==> src/rtl/dual_position_pid_with_ramp_defines.svh <==
// Assertion macros used by the controller RTL of the dual position controller.
`ifndef DUAL_POSITION_PID_WITH_RAMP_DEFINES_SVH
`define DUAL_POSITION_PID_WITH_RAMP_DEFINES_SVH
`ifndef SYNTHESIS
`define DPPR_ASSERT_IMPL(label, clk, rst, ante, cons) \
  label: assert property (@(posedge clk) disable iff (rst) (ante) |-> (cons)) \
    else $error("dppr assertion failed");
`define DPPR_ASSERT_NEXT(label, clk, rst, ante, cons) \
  label: assert property (@(posedge clk) disable iff (rst) (ante) |=> (cons)) \
    else $error("dppr assertion failed");
`else
`define DPPR_ASSERT_IMPL(label, clk, rst, ante, cons)
`define DPPR_ASSERT_NEXT(label, clk, rst, ante, cons)
`endif
`endif

==> src/rtl/dppr_pkg.sv <==
// Types and constants shared by the dual position controller modules.
`timescale 1ns / 1ps
package dppr_pkg;

  // Controller states.
  typedef enum logic [2:0] {
    ST_IDLE,
    ST_MUL_LO,
    ST_MUL_HI,
    ST_POST,
    ST_RAMP,
    ST_ERR,
    ST_DRIVE,
    ST_DONE
  } state_t;

  // Products formed on the shared multiplier.
  typedef enum logic [2:0] {
    OP_ANGLE,
    OP_INTEG,
    OP_DERIV,
    OP_KP,
    OP_KI,
    OP_KD
  } op_t;

  // Configuration register indexes.
  localparam logic [2:0] REG_KP    = 3'd0;
  localparam logic [2:0] REG_KI    = 3'd1;
  localparam logic [2:0] REG_KD    = 3'd2;
  localparam logic [2:0] REG_DPC   = 3'd3;
  localparam logic [2:0] REG_STEP  = 3'd4;
  localparam logic [2:0] REG_LIMIT = 3'd5;
  localparam logic [2:0] REG_TPER  = 3'd6;
  localparam logic [2:0] REG_TPS   = 3'd7;

  // Commands from the controller to the datapath.
  typedef struct packed {
    logic load;
    logic mul_lo;
    logic mul_hi;
    logic post;
    logic ramp;
    logic err;
    logic drive;
    logic out_load;
    logic motor;
    op_t  op;
  } cmd_t;

  // Status from the datapath to the controller.
  typedef struct packed {
    logic out_free;
  } status_t;

endpackage

==> src/rtl/dppr_mac.sv <==
// Shared 25 x 24 multiplier that builds a 50 x 24 product from a low-half step followed by a high-half step.
`timescale 1ns / 1ps
module dppr_mac (
  input  logic        clk,
  input  logic        lo,
  input  logic        hi,
  input  logic [49:0] a,
  input  logic [23:0] b,
  output logic [73:0] acc
);

  logic [24:0] a_part;
  logic [48:0] prod;

  // The low half of the operand goes first, the high half is added shifted.
  assign a_part = hi ? a[49:25] : a[24:0];
  assign prod   = a_part * b;

  always_ff @(posedge clk) begin
    if (lo) begin
      acc <= {25'b0, prod};
    end else if (hi) begin
      acc <= acc + {prod, 25'b0};
    end
  end

endmodule

==> src/rtl/dppr_datapath.sv <==
// Datapath: configuration, motor state, arithmetic and the result register.
`timescale 1ns / 1ps
module dppr_datapath #(
  parameter int ANGLE_FRAC_BITS = 16,
  parameter int GAIN_FRAC_BITS  = 8
) (
  input  logic               clk,
  input  logic               rst,
  input  dppr_pkg::cmd_t     cmd,
  output dppr_pkg::status_t  status,
  input  logic [63:0]        in_data,
  input  logic [1:0]         in_user,
  input  logic               cfg_valid,
  input  logic [2:0]         cfg_index,
  input  logic [23:0]        cfg_data,
  output logic               out_valid,
  input  logic               out_ready,
  output logic [71:0]        out_data
);

  localparam logic [73:0] POS_LIM = {26'b0, 1'b0, {46{1'b1}}, 1'b1};
  localparam logic [73:0] NEG_LIM = {26'b0, 1'b1, 46'b0, 1'b0};

  // Configuration registers.
  logic [15:0] kp, ki, kd, limit, tper;
  logic [23:0] dpc, max_step;
  logic [13:0] tps;

  // Per-motor state and the current item.
  logic [31:0]        count [2];
  logic signed [47:0] ramp [2];
  logic signed [47:0] prev [2];
  logic signed [47:0] integ [2];
  logic               first_tick;
  logic signed [15:0] tgt_in [2];
  logic               zero_in [2];

  // Working registers.
  logic signed [47:0] angle, err, d_sat;
  logic signed [48:0] s_sum, d_diff;
  logic signed [49:0] sum;
  logic [15:0]        ang_out [2];
  logic [15:0]        duty_out [2];
  logic               dir_out [2];

  logic               m;
  logic signed [49:0] opnd;
  logic               opnd_neg;
  logic [49:0]        opnd_mag;
  logic [23:0]        gain;
  logic [73:0]        acc;

  function automatic logic signed [47:0] sat_mag(input logic neg, input logic [73:0] mg);
    logic signed [47:0] r;
    if (!neg) begin
      r = (mg > POS_LIM) ? POS_LIM[47:0] : mg[47:0];
    end else begin
      r = (mg > NEG_LIM) ? NEG_LIM[47:0] : -mg[47:0];
    end
    return r;
  endfunction

  assign m = cmd.motor;

  // Operand selection and magnitude for the shared multiplier.
  always_comb begin
    unique case (cmd.op)
      dppr_pkg::OP_ANGLE: begin
        opnd = {{18{count[m][31]}}, count[m]};
        gain = dpc;
      end
      dppr_pkg::OP_INTEG: begin
        opnd = {s_sum[48], s_sum};
        gain = {8'b0, tper};
      end
      dppr_pkg::OP_DERIV: begin
        opnd = {d_diff[48], d_diff};
        gain = {10'b0, tps};
      end
      dppr_pkg::OP_KP: begin
        opnd = {{2{err[47]}}, err};
        gain = {8'b0, kp};
      end
      dppr_pkg::OP_KI: begin
        opnd = {{2{integ[m][47]}}, integ[m]};
        gain = {8'b0, ki};
      end
      dppr_pkg::OP_KD: begin
        opnd = {{2{d_sat[47]}}, d_sat};
        gain = {8'b0, kd};
      end
      default: begin
        opnd = '0;
        gain = '0;
      end
    endcase
    opnd_neg = opnd[49];
    opnd_mag = opnd_neg ? 50'(-opnd) : 50'(opnd);
  end

  dppr_mac u_mac (
    .clk (clk),
    .lo  (cmd.mul_lo),
    .hi  (cmd.mul_hi),
    .a   (opnd_mag),
    .b   (gain),
    .acc (acc)
  );

  // Post-processing of products, ramp, error and drive terms.
  logic signed [47:0] a_sat;
  logic [49:0]        i_mag;
  logic signed [50:0] i_sum;
  logic signed [47:0] i_sat;
  logic [73:0]        t_sh;
  logic signed [49:0] term;
  logic signed [47:0] tgt_q;
  logic signed [48:0] r_diff, r_lim, r_step;
  logic [47:0]        amag, w;
  logic [15:0]        rep;
  logic signed [48:0] e_diff;
  logic signed [47:0] e_sat;
  logic [49:0]        smag, q;
  logic [15:0]        duty;

  always_comb begin
    a_sat = sat_mag(opnd_neg, acc);
    i_mag = acc[65:16];
    i_sum = {{3{integ[m][47]}}, integ[m]} +
            (opnd_neg ? -$signed({1'b0, i_mag}) : $signed({1'b0, i_mag}));
    if (i_sum > 51'sh0_7FFF_FFFF_FFFF) begin
      i_sat = POS_LIM[47:0];
    end else if (i_sum < -51'sh0_8000_0000_0000) begin
      i_sat = NEG_LIM[47:0];
    end else begin
      i_sat = i_sum[47:0];
    end
    t_sh = acc >> ANGLE_FRAC_BITS;
    term = opnd_neg ? -$signed({2'b0, t_sh[47:0]}) : $signed({2'b0, t_sh[47:0]});

    tgt_q  = {{32{tgt_in[m][15]}}, tgt_in[m]} <<< ANGLE_FRAC_BITS;
    r_diff = {tgt_q[47], tgt_q} - {ramp[m][47], ramp[m]};
    r_lim  = {25'b0, max_step};
    if (r_diff > r_lim) begin
      r_step = r_lim;
    end else if (r_diff < -r_lim) begin
      r_step = -r_lim;
    end else begin
      r_step = r_diff;
    end

    amag = angle[47] ? 48'(-angle) : 48'(angle);
    w    = amag >> ANGLE_FRAC_BITS;
    if (!angle[47]) begin
      rep = (w > 48'd32767) ? 16'h7FFF : w[15:0];
    end else begin
      rep = (w > 48'd32768) ? 16'h8000 : 16'(-w[15:0]);
    end

    e_diff = {ramp[m][47], ramp[m]} - {angle[47], angle};
    if (e_diff > 49'sh0_7FFF_FFFF_FFFF) begin
      e_sat = POS_LIM[47:0];
    end else if (e_diff < -49'sh0_8000_0000_0000) begin
      e_sat = NEG_LIM[47:0];
    end else begin
      e_sat = e_diff[47:0];
    end

    smag = sum[49] ? 50'(-sum) : 50'(sum);
    q    = smag >> GAIN_FRAC_BITS;
    duty = (q > {34'b0, limit}) ? limit : q[15:0];
  end

  // Configuration writes.
  always_ff @(posedge clk) begin
    if (rst) begin
      kp       <= 16'd256;
      ki       <= 16'd0;
      kd       <= 16'd77;
      dpc      <= 24'd65536;
      max_step <= 24'd13107;
      limit    <= 16'd255;
      tper     <= 16'd328;
      tps      <= 14'd200;
    end else if (cfg_valid) begin
      unique case (cfg_index)
        dppr_pkg::REG_KP:    kp       <= cfg_data[15:0];
        dppr_pkg::REG_KI:    ki       <= cfg_data[15:0];
        dppr_pkg::REG_KD:    kd       <= cfg_data[15:0];
        dppr_pkg::REG_DPC:   dpc      <= cfg_data;
        dppr_pkg::REG_STEP:  max_step <= cfg_data;
        dppr_pkg::REG_LIMIT: limit    <= cfg_data[15:0];
        dppr_pkg::REG_TPER:  tper     <= cfg_data[15:0];
        dppr_pkg::REG_TPS:   tps      <= cfg_data[13:0];
        default: ;
      endcase
    end
  end

  // Motor state and the per-tick sequence of updates.
  always_ff @(posedge clk) begin
    if (rst) begin
      count[0]   <= '0;
      count[1]   <= '0;
      ramp[0]    <= '0;
      ramp[1]    <= '0;
      prev[0]    <= '0;
      prev[1]    <= '0;
      integ[0]   <= '0;
      integ[1]   <= '0;
      first_tick <= 1'b1;
    end else begin
      if (cmd.load) begin
        count[0] <= count[0] + {{16{in_data[15]}}, in_data[15:0]};
        count[1] <= count[1] - {{16{in_data[31]}}, in_data[31:16]};
      end
      if (cmd.post && cmd.op == dppr_pkg::OP_ANGLE) begin
        if (zero_in[m]) begin
          count[m] <= '0;
          ramp[m]  <= '0;
          integ[m] <= '0;
          prev[m]  <= '0;
        end else if (first_tick) begin
          ramp[m] <= a_sat;
        end
      end
      if (cmd.post && cmd.op == dppr_pkg::OP_INTEG) begin
        integ[m] <= i_sat;
      end
      if (cmd.ramp) begin
        ramp[m] <= ramp[m] + r_step[47:0];
      end
      if (cmd.err) begin
        prev[m] <= e_sat;
      end
      if (cmd.out_load) begin
        first_tick <= 1'b0;
      end
    end
  end

  // Working registers without reset.
  always_ff @(posedge clk) begin
    if (cmd.load) begin
      tgt_in[0]  <= in_data[47:32];
      tgt_in[1]  <= in_data[63:48];
      zero_in[0] <= in_user[0];
      zero_in[1] <= in_user[1];
    end
    if (cmd.post) begin
      unique case (cmd.op)
        dppr_pkg::OP_ANGLE: angle <= zero_in[m] ? '0 : a_sat;
        dppr_pkg::OP_INTEG: ;
        dppr_pkg::OP_DERIV: d_sat <= a_sat;
        dppr_pkg::OP_KP:    sum   <= term;
        dppr_pkg::OP_KI:    sum   <= sum + term;
        dppr_pkg::OP_KD:    sum   <= sum + term;
        default: ;
      endcase
    end
    if (cmd.ramp) begin
      ang_out[m] <= rep;
    end
    if (cmd.err) begin
      err    <= e_sat;
      s_sum  <= {e_sat[47], e_sat} + {prev[m][47], prev[m]};
      d_diff <= {e_sat[47], e_sat} - {prev[m][47], prev[m]};
    end
    if (cmd.drive) begin
      duty_out[m] <= duty;
      dir_out[m]  <= !sum[49] && (q != '0) && (limit != '0);
    end
  end

  // Result register: holds an item until the sink takes it.
  always_ff @(posedge clk) begin
    if (rst) begin
      out_valid <= 1'b0;
    end else if (cmd.out_load) begin
      out_valid <= 1'b1;
    end else if (out_ready) begin
      out_valid <= 1'b0;
    end
  end

  always_ff @(posedge clk) begin
    if (cmd.out_load) begin
      out_data <= {6'b0, duty_out[1], dir_out[1], duty_out[0], dir_out[0],
                   ang_out[1], ang_out[0]};
    end
  end

  assign status.out_free = !out_valid || out_ready;

endmodule

==> src/rtl/dppr_ctrl.sv <==
// Controller: sequences the two motors' work on the shared datapath.
`timescale 1ns / 1ps
`include "dual_position_pid_with_ramp_defines.svh"
module dppr_ctrl (
  input  logic              clk,
  input  logic              rst,
  input  logic              in_valid,
  output logic              in_ready,
  input  dppr_pkg::status_t status,
  output dppr_pkg::cmd_t    cmd
);

  dppr_pkg::state_t state, state_next;
  dppr_pkg::op_t    op, op_next;
  logic             motor, motor_next;

  always_ff @(posedge clk) begin
    if (rst) begin
      state <= dppr_pkg::ST_IDLE;
      op    <= dppr_pkg::OP_ANGLE;
      motor <= 1'b0;
    end else begin
      state <= state_next;
      op    <= op_next;
      motor <= motor_next;
    end
  end

  // Next state: angle, ramp, error, then the five products and drive, per motor.
  always_comb begin
    state_next = state;
    op_next    = op;
    motor_next = motor;
    unique case (state)
      dppr_pkg::ST_IDLE: begin
        if (in_valid) begin
          state_next = dppr_pkg::ST_MUL_LO;
          op_next    = dppr_pkg::OP_ANGLE;
          motor_next = 1'b0;
        end
      end
      dppr_pkg::ST_MUL_LO: state_next = dppr_pkg::ST_MUL_HI;
      dppr_pkg::ST_MUL_HI: state_next = dppr_pkg::ST_POST;
      dppr_pkg::ST_POST: begin
        unique case (op)
          dppr_pkg::OP_ANGLE: state_next = dppr_pkg::ST_RAMP;
          dppr_pkg::OP_INTEG: begin
            state_next = dppr_pkg::ST_MUL_LO;
            op_next    = dppr_pkg::OP_DERIV;
          end
          dppr_pkg::OP_DERIV: begin
            state_next = dppr_pkg::ST_MUL_LO;
            op_next    = dppr_pkg::OP_KP;
          end
          dppr_pkg::OP_KP: begin
            state_next = dppr_pkg::ST_MUL_LO;
            op_next    = dppr_pkg::OP_KI;
          end
          dppr_pkg::OP_KI: begin
            state_next = dppr_pkg::ST_MUL_LO;
            op_next    = dppr_pkg::OP_KD;
          end
          dppr_pkg::OP_KD: state_next = dppr_pkg::ST_DRIVE;
          default: ;
        endcase
      end
      dppr_pkg::ST_RAMP: state_next = dppr_pkg::ST_ERR;
      dppr_pkg::ST_ERR: begin
        state_next = dppr_pkg::ST_MUL_LO;
        op_next    = dppr_pkg::OP_INTEG;
      end
      dppr_pkg::ST_DRIVE: begin
        if (!motor) begin
          state_next = dppr_pkg::ST_MUL_LO;
          op_next    = dppr_pkg::OP_ANGLE;
          motor_next = 1'b1;
        end else begin
          state_next = dppr_pkg::ST_DONE;
        end
      end
      dppr_pkg::ST_DONE: begin
        if (status.out_free) begin
          state_next = dppr_pkg::ST_IDLE;
        end
      end
    endcase
  end

  // Outputs decoded from the state.
  always_comb begin
    in_ready     = (state == dppr_pkg::ST_IDLE);
    cmd.load     = (state == dppr_pkg::ST_IDLE) && in_valid;
    cmd.mul_lo   = (state == dppr_pkg::ST_MUL_LO);
    cmd.mul_hi   = (state == dppr_pkg::ST_MUL_HI);
    cmd.post     = (state == dppr_pkg::ST_POST);
    cmd.ramp     = (state == dppr_pkg::ST_RAMP);
    cmd.err      = (state == dppr_pkg::ST_ERR);
    cmd.drive    = (state == dppr_pkg::ST_DRIVE);
    cmd.out_load = (state == dppr_pkg::ST_DONE) && status.out_free;
    cmd.motor    = motor;
    cmd.op       = op;
  end

  `DPPR_ASSERT_NEXT(a_lo_then_hi, clk, rst, state == dppr_pkg::ST_MUL_LO, state == dppr_pkg::ST_MUL_HI)
  `DPPR_ASSERT_NEXT(a_accept_starts, clk, rst, cmd.load, state == dppr_pkg::ST_MUL_LO && op == dppr_pkg::OP_ANGLE && !motor)
  `DPPR_ASSERT_IMPL(a_done_second, clk, rst, state == dppr_pkg::ST_DONE, motor)

endmodule

==> src/rtl/dual_position_pid_with_ramp.sv <==
// Top level of the two-motor position controller with ramped targets.
`timescale 1ns / 1ps
// Each input item is one control tick for motors A and B; it yields exactly one
// result item with the reported angles, directions and duties. All twelve
// products of a tick (angle, integral step, derivative and three gain terms, for
// each motor) run on one shared 25 x 24 multiplier, each as a low-half step, a
// high-half step and a post-processing step; each motor also has a ramp, an error
// and a drive step, and a final step loads the result register. The block takes
// no new item until the previous result has been loaded into the output register;
// it takes one as soon as that is done, even while that result still waits for
// the sink. Configuration writes are always accepted.
module dual_position_pid_with_ramp #(
  parameter int ANGLE_FRAC_BITS = 16,
  parameter int GAIN_FRAC_BITS  = 8
) (
  input  logic        clk,
  input  logic        rst,
  input  logic        s_axis_tvalid,
  output logic        s_axis_tready,
  // delta_count_a, delta_count_b, target_a, target_b
  input  logic [63:0] s_axis_tdata,
  // zero_a, zero_b
  input  logic [1:0]  s_axis_tuser,
  output logic        m_axis_tvalid,
  input  logic        m_axis_tready,
  // angle_a, angle_b, dir_a, duty_a, dir_b, duty_b, zero padding
  output logic [71:0] m_axis_tdata,
  input  logic        cfg_valid,
  output logic        cfg_ready,
  input  logic [2:0]  cfg_index,
  input  logic [23:0] cfg_data
);

  dppr_pkg::cmd_t    cmd;
  dppr_pkg::status_t status;

  assign cfg_ready = 1'b1;

  dppr_ctrl u_ctrl (
    .clk      (clk),
    .rst      (rst),
    .in_valid (s_axis_tvalid),
    .in_ready (s_axis_tready),
    .status   (status),
    .cmd      (cmd)
  );

  dppr_datapath #(
    .ANGLE_FRAC_BITS (ANGLE_FRAC_BITS),
    .GAIN_FRAC_BITS  (GAIN_FRAC_BITS)
  ) u_datapath (
    .clk       (clk),
    .rst       (rst),
    .cmd       (cmd),
    .status    (status),
    .in_data   (s_axis_tdata),
    .in_user   (s_axis_tuser),
    .cfg_valid (cfg_valid),
    .cfg_index (cfg_index),
    .cfg_data  (cfg_data),
    .out_valid (m_axis_tvalid),
    .out_ready (m_axis_tready),
    .out_data  (m_axis_tdata)
  );

endmodule
==> config.mk <==
export PLATFORM = sky130hd
export DESIGN_NAME = dual_position_pid_with_ramp
export DESIGN_NICKNAME = d
export VERILOG_FILES = /design/src/rtl/dppr_pkg.sv /design/src/rtl/dppr_mac.sv /design/src/rtl/dppr_datapath.sv /design/src/rtl/dppr_ctrl.sv /design/src/rtl/dual_position_pid_with_ramp.sv
export VERILOG_INCLUDE_DIRS = /design/src /design/src/rtl
export SDC_FILE = /design/constraint.sdc
export NUM_CORES = 2
export LEC_CHECK = 0
export BUFFER_PORTS_ARGS = -buffer_cell sky130_fd_sc_hd__buf_2
export CAP_MARGIN = 20
export CORE_MARGIN = 3
export CORE_UTILIZATION = 59
export CTS_CLUSTER_DIAMETER = 80
export CTS_CLUSTER_SIZE = 24
export DETAILED_ROUTE_END_ITERATION = 8
export PLACE_DENSITY = 0.84
export SLEW_MARGIN = 20
export SYNTH_ARGS = -nofsm -noshare
export SYNTH_HDL_FRONTEND = slang
export SYNTH_SLANG_ARGS = --single-unit
==> constraint.sdc <==
create_clock -name clk -period 12 [get_ports clk]
set_input_delay 0.6 -clock clk [delete_from_list [all_inputs] [get_ports clk]]
set_output_delay 0.6 -clock clk [all_outputs]
set_load 0.02 [all_outputs]
==> impl_metrics.csv <==
group,metric,value,unit
status,run_status,"finished, violations left",
status,failed_checks,"design-rule violations, negative setup slack",
routing,num_vias,85173,
floorplanning,die_height,404,um
yosys,syn-cell-area,93400,um2
setup_path,cp.arrival,12.86,ns
timing,max_clock_freq,81.6,MHz
grt,antenna_found_initial,39,
timing,count_of_final_max_slew_check_failures,0,
floorplanning,die-width,404,um
yosys,mean_syn_cell_area,8.83,um2
floorplanning,num_io_pins,173,
worst_hold_path,holdCritPathClass,"primary input to flop",
cts,clk_pin_slew_worst_paths,0.09,ns
timing,finalWorstSetupSlack,-0.258,ns
setup_path,cp_num_buf_inv,14,
routing,wirelength,348,mm
setup_path,max_stage_delay,0.57,ns
timing,worst_slew_pin_slew,1.24,ns
floorplanning,fp.coreArea,157000,um2
cts,clkSinkCount,1035,
routing,detail_route.drc_violations,8,
cells_and_area,area_growth,13.9,%
yosys,synth.yosys.seq_area_share,0.307,
cells_and_area,multiInputGateArea,60300,um2
timing,finClkSkew,0.0554,ns
routing,route.antenna.remaining_nets,0,
yosys,synth_seq_cells,1035,
floorplanning,number_of_rows_created_at_floorplan,145,
cells_and_area,design.final.nets,12500,
timing,slew-limit-headroom,0.172,
cells_and_area,ff_latch_area,28700,um2
yosys,synth_flop_cell,"sky130_fd_sc_hd__edfxtp_1",
power,cell_area_power_density,207,nW/um2
floorplanning,start_util,0.596,
grt,first_pass_grt_wire_length,506,mm
routing,detail_route.vias_per_cell,6.40,
yosys,yosys_warnings,0,
setup_path,worst_path_dominant_cell_family,"adder cells",
setup_path,crit_required,12.60,ns
cts,max-clock-path-buffers,3,
cts,worst_skew_pair.late_latency,0.75,ns
cts,tritoncts.num_buffers,72,
timing,setup_total_negative_slack,-0.570,ns
floorplanning,die_area,163000,um2
setup_path,type_of_the_worst_setup_path,"flop to flop",
cells_and_area,drive_gt1_frac,0.154,
yosys,synth-async-reset-ratio,0,
timing,final.period_utilization,1.02,
setup_path,r2r_end,"u_datapath.u_mac.acc[72]",
setup_path,crit_path_top_delay_cell,"sky130_fd_sc_hd__fa_1",
place,port_buffers,165,
cts,clock_h_tree_levels,3,
worst_hold_path,hold-path-endpoint,"u_datapath.tgt_in[0][12]",
grt,grt_remaining_overflow,0,
timing,hold_viol_final,0,
grt,grt_util_all_layers,0.412,
yosys,synth-edff-count,794,
routing,drt-initial-drc-count,11167,
routing,drt_pass1_iterations,9,
yosys,netlist-cell-type-count,99,
routing,routedWlPerCell,26.1,um
timing,grt_setup_unrepaired,"yes",
grt,largest_net_degree_at_the_start_of_global_routing,111,
cells_and_area,fillers,12410,
place,place.gp.congestion,1.06,
grt,first_global_vias,80630,
setup_path,depth_of_the_worst_register_to_register_path,51,
timing,final.hold.worst_slack,0.0381,ns
timing,setup_viol_count_final,4,
setup_path,endpoint_kind,"flop",
yosys,post_synth_inst_count,10577,
worst_hold_path,worst_hold_path_depth,1,
setup_path,cp_max_fo,10,
worst_hold_path,holdCritStartpoint,"s_axis_tdata[44]",
setup_path,timing.critical_path.from_type,"flop",
timing,layout_min_cycle_time,12.26,ns
place,dp_slack,-0.603,ns
cts,ctsRootBufferMaster,"sky130_fd_sc_hd__clkbuf_16",
place,dpl_wire_length,274,mm
power,power.ir.vdd_worst,0.222,mV
power,total_leakage_power,46.5,nW
setup_path,r2r_setup_slack,-0.26,ns
cts,cts_tree,"done",
flow_run,max-cap-violations,0,
[routing by layer]
layer,global-route usage,vias to the layer above,routed length (um)
li1,-,37776,-
met1,0.536,40944,130000
met2,0.616,5312,148000
met3,0.116,1109,43000
met4,0.239,32,25700
met5,0,-,226
[placed cells by master (no fill, tap or decap), types with 43 or more instances in the layout]
cell,n
sky130_fd_sc_hd__a21o_1,290
sky130_fd_sc_hd__buf_2,164
sky130_fd_sc_hd__buf_6,44
sky130_fd_sc_hd__buf_4,823
sky130_fd_sc_hd__nor4_1,46
sky130_fd_sc_hd__and2_1,264
sky130_fd_sc_hd__nor3_1,127
sky130_fd_sc_hd__dfxtp_1,237
sky130_fd_sc_hd__nand2b_1,95
sky130_fd_sc_hd__nand2_1,1239
sky130_fd_sc_hd__edfxtp_1,794
sky130_fd_sc_hd__mux2i_1,107
sky130_fd_sc_hd__nor2_1,844
sky130_fd_sc_hd__nand4_1,79
sky130_fd_sc_hd__o21a_1,76
sky130_fd_sc_hd__clkbuf_16,74
sky130_fd_sc_hd__mux2_2,146
sky130_fd_sc_hd__a31oi_1,71
sky130_fd_sc_hd__xnor2_1,374
sky130_fd_sc_hd__a211oi_1,43
sky130_fd_sc_hd__and3_1,77
sky130_fd_sc_hd__nand3_1,149
sky130_fd_sc_hd__o21ai_0,407
sky130_fd_sc_hd__nor2b_1,105
sky130_fd_sc_hd__fa_1,503
sky130_fd_sc_hd__a21oi_1,868
sky130_fd_sc_hd__inv_1,1028
sky130_fd_sc_hd__o21bai_1,76
sky130_fd_sc_hd__a22oi_1,106
sky130_fd_sc_hd__xor2_1,174
sky130_fd_sc_hd__or3_1,57
sky130_fd_sc_hd__ha_1,681
[state kept, by name, indices dropped and copies added, names as in the netlist, 49 cells and up, named ones only]
name                  cells
u_datapath.u_mac.acc     74
u_datapath.count         64
u_datapath.d_diff        49
u_datapath.prev          96
u_datapath.sum           50
m_axis_tdata             66
u_datapath.ramp          96
u_datapath.integ         96
[per-stage QoR]
stage	total power [mW]	cells	util	area, um2
after detailed placement	17.8	13064	0.647	101000
after floorplan	12.3	10582	-	93600
after CTS	20.9	13237	0.668	105000
final	22.0	13317	0.678	106000
after global routing	23.1	13298	0.678	106000
after global placement	17.6	13063	0.646	101000
[cell usage after synthesis, types with 26 or more instances]
cell type | count | area share
sky130_fd_sc_hd__o31ai_1 | 41 | 0.0033
sky130_fd_sc_hd__nor3_1 | 137 | 0.0073
sky130_fd_sc_hd__a221oi_1 | 45 | 0.0042
sky130_fd_sc_hd__buf_2 | 37 | 0.0020
sky130_fd_sc_hd__nand2b_1 | 100 | 0.0067
sky130_fd_sc_hd__mux2i_1 | 116 | 0.012
sky130_fd_sc_hd__o22ai_1 | 29 | 0.0019
sky130_fd_sc_hd__nand4_1 | 79 | 0.0053
sky130_fd_sc_hd__nor4_1 | 50 | 0.0034
sky130_fd_sc_hd__and3_1 | 81 | 0.0054
sky130_fd_sc_hd__and2_1 | 272 | 0.018
sky130_fd_sc_hd__xnor2_1 | 387 | 0.036
sky130_fd_sc_hd__and4_1 | 26 | 0.0024
sky130_fd_sc_hd__a22oi_1 | 114 | 0.0092
sky130_fd_sc_hd__o21a_1 | 76 | 0.0061
sky130_fd_sc_hd__nor2b_1 | 110 | 0.0074
sky130_fd_sc_hd__inv_1 | 1057 | 0.042
sky130_fd_sc_hd__fa_1 | 513 | 0.11
sky130_fd_sc_hd__ha_1 | 706 | 0.095
sky130_fd_sc_hd__nor2_1 | 861 | 0.035
sky130_fd_sc_hd__a21o_1 | 293 | 0.024
sky130_fd_sc_hd__nand3_1 | 157 | 0.0084
sky130_fd_sc_hd__nand3b_1 | 32 | 0.0026
sky130_fd_sc_hd__mux2_2 | 151 | 0.018
sky130_fd_sc_hd__xor2_1 | 179 | 0.017
sky130_fd_sc_hd__o21bai_1 | 77 | 0.0062
sky130_fd_sc_hd__or2_2 | 38 | 0.0025
sky130_fd_sc_hd__a221o_1 | 26 | 0.0028
sky130_fd_sc_hd__or3_1 | 61 | 0.0041
sky130_fd_sc_hd__a21oi_1 | 912 | 0.049
sky130_fd_sc_hd__a22o_1 | 38 | 0.0036
sky130_fd_sc_hd__o311ai_0 | 32 | 0.0030
sky130_fd_sc_hd__dfxtp_1 | 241 | 0.052
sky130_fd_sc_hd__clkbuf_1 | 438 | 0.018
sky130_fd_sc_hd__edfxtp_1 | 794 | 0.26
sky130_fd_sc_hd__o21ai_0 | 458 | 0.025
sky130_fd_sc_hd__nand2_1 | 1259 | 0.051
sky130_fd_sc_hd__a211oi_1 | 51 | 0.0041
sky130_fd_sc_hd__o211ai_1 | 41 | 0.0033
sky130_fd_sc_hd__a31oi_1 | 74 | 0.0050
sky130_fd_sc_hd__buf_1 | 41 | 0.0016
[how the worst max path moves through the flow]
stage	startpoint	end	cells past startpoint
global route	u_ctrl.op[1]	u_datapath.u_mac.acc[72]	58
floorplan	u_ctrl.op[1]	u_datapath.u_mac.acc[72]	56
global placement	u_ctrl.op[1]	u_datapath.u_mac.acc[72]	52
detailed placement	u_ctrl.op[1]	u_datapath.u_mac.acc[72]	52
CTS	flop	u_datapath.u_mac.acc[72]	51
finish	flop	u_datapath.u_mac.acc[72]	51
[kinds of logic (layout without fill, tap and decap cells)]
kind of cell	after synthesis	in the layout	synth area share
AO/OA/AOI/OAI	2504	2505	0.168
multiplexers	272	272	0.0314
buffers and inverters	1602	2256	0.0655
adder cells (fa/ha/maj)	1241	1241	0.207
other	2	29	0.0000804
XOR/XNOR	566	566	0.0531
AND/OR/NAND/NOR	3355	3355	0.168
flip-flops	1035	1035	0.307
[cell type report]
cell class | count | share of cell area
Multi-Input combinational cell | 7946 | 0.567
Sequential cell | 1035 | 0.270
Timing Repair Buffer | 1065 | 0.0767
Inverter | 1063 | 0.0376
Tap cell | 2058 | 0.0242
Clock buffer | 86 | 0.0177
Clock inverter | 42 | 0.00603
Antenna cell | 22 | 0.000518
[timing repair]
item                                   in CTS  in global routing
pin swaps                                  53                185
endpoints found under the hold margin       2                  0
hold buffers                                2                  0
gates cloned                                1                  2
resized for setup                          95                260
setup endpoints to repair                  16                 33
buffers inserted                           42                 59
[power by group]
group / internal, mW / leakage (nW) / total, mW / switching (mW)
Combinational: 5.95 / 35.8 / 14.7 / 8.71
Clock: 1.25 / 1.22 / 2.78 / 1.53
Sequential: 4.27 / 9.53 / 4.58 / 0.315
Note: power is estimated with default switching activity, not from simulation.
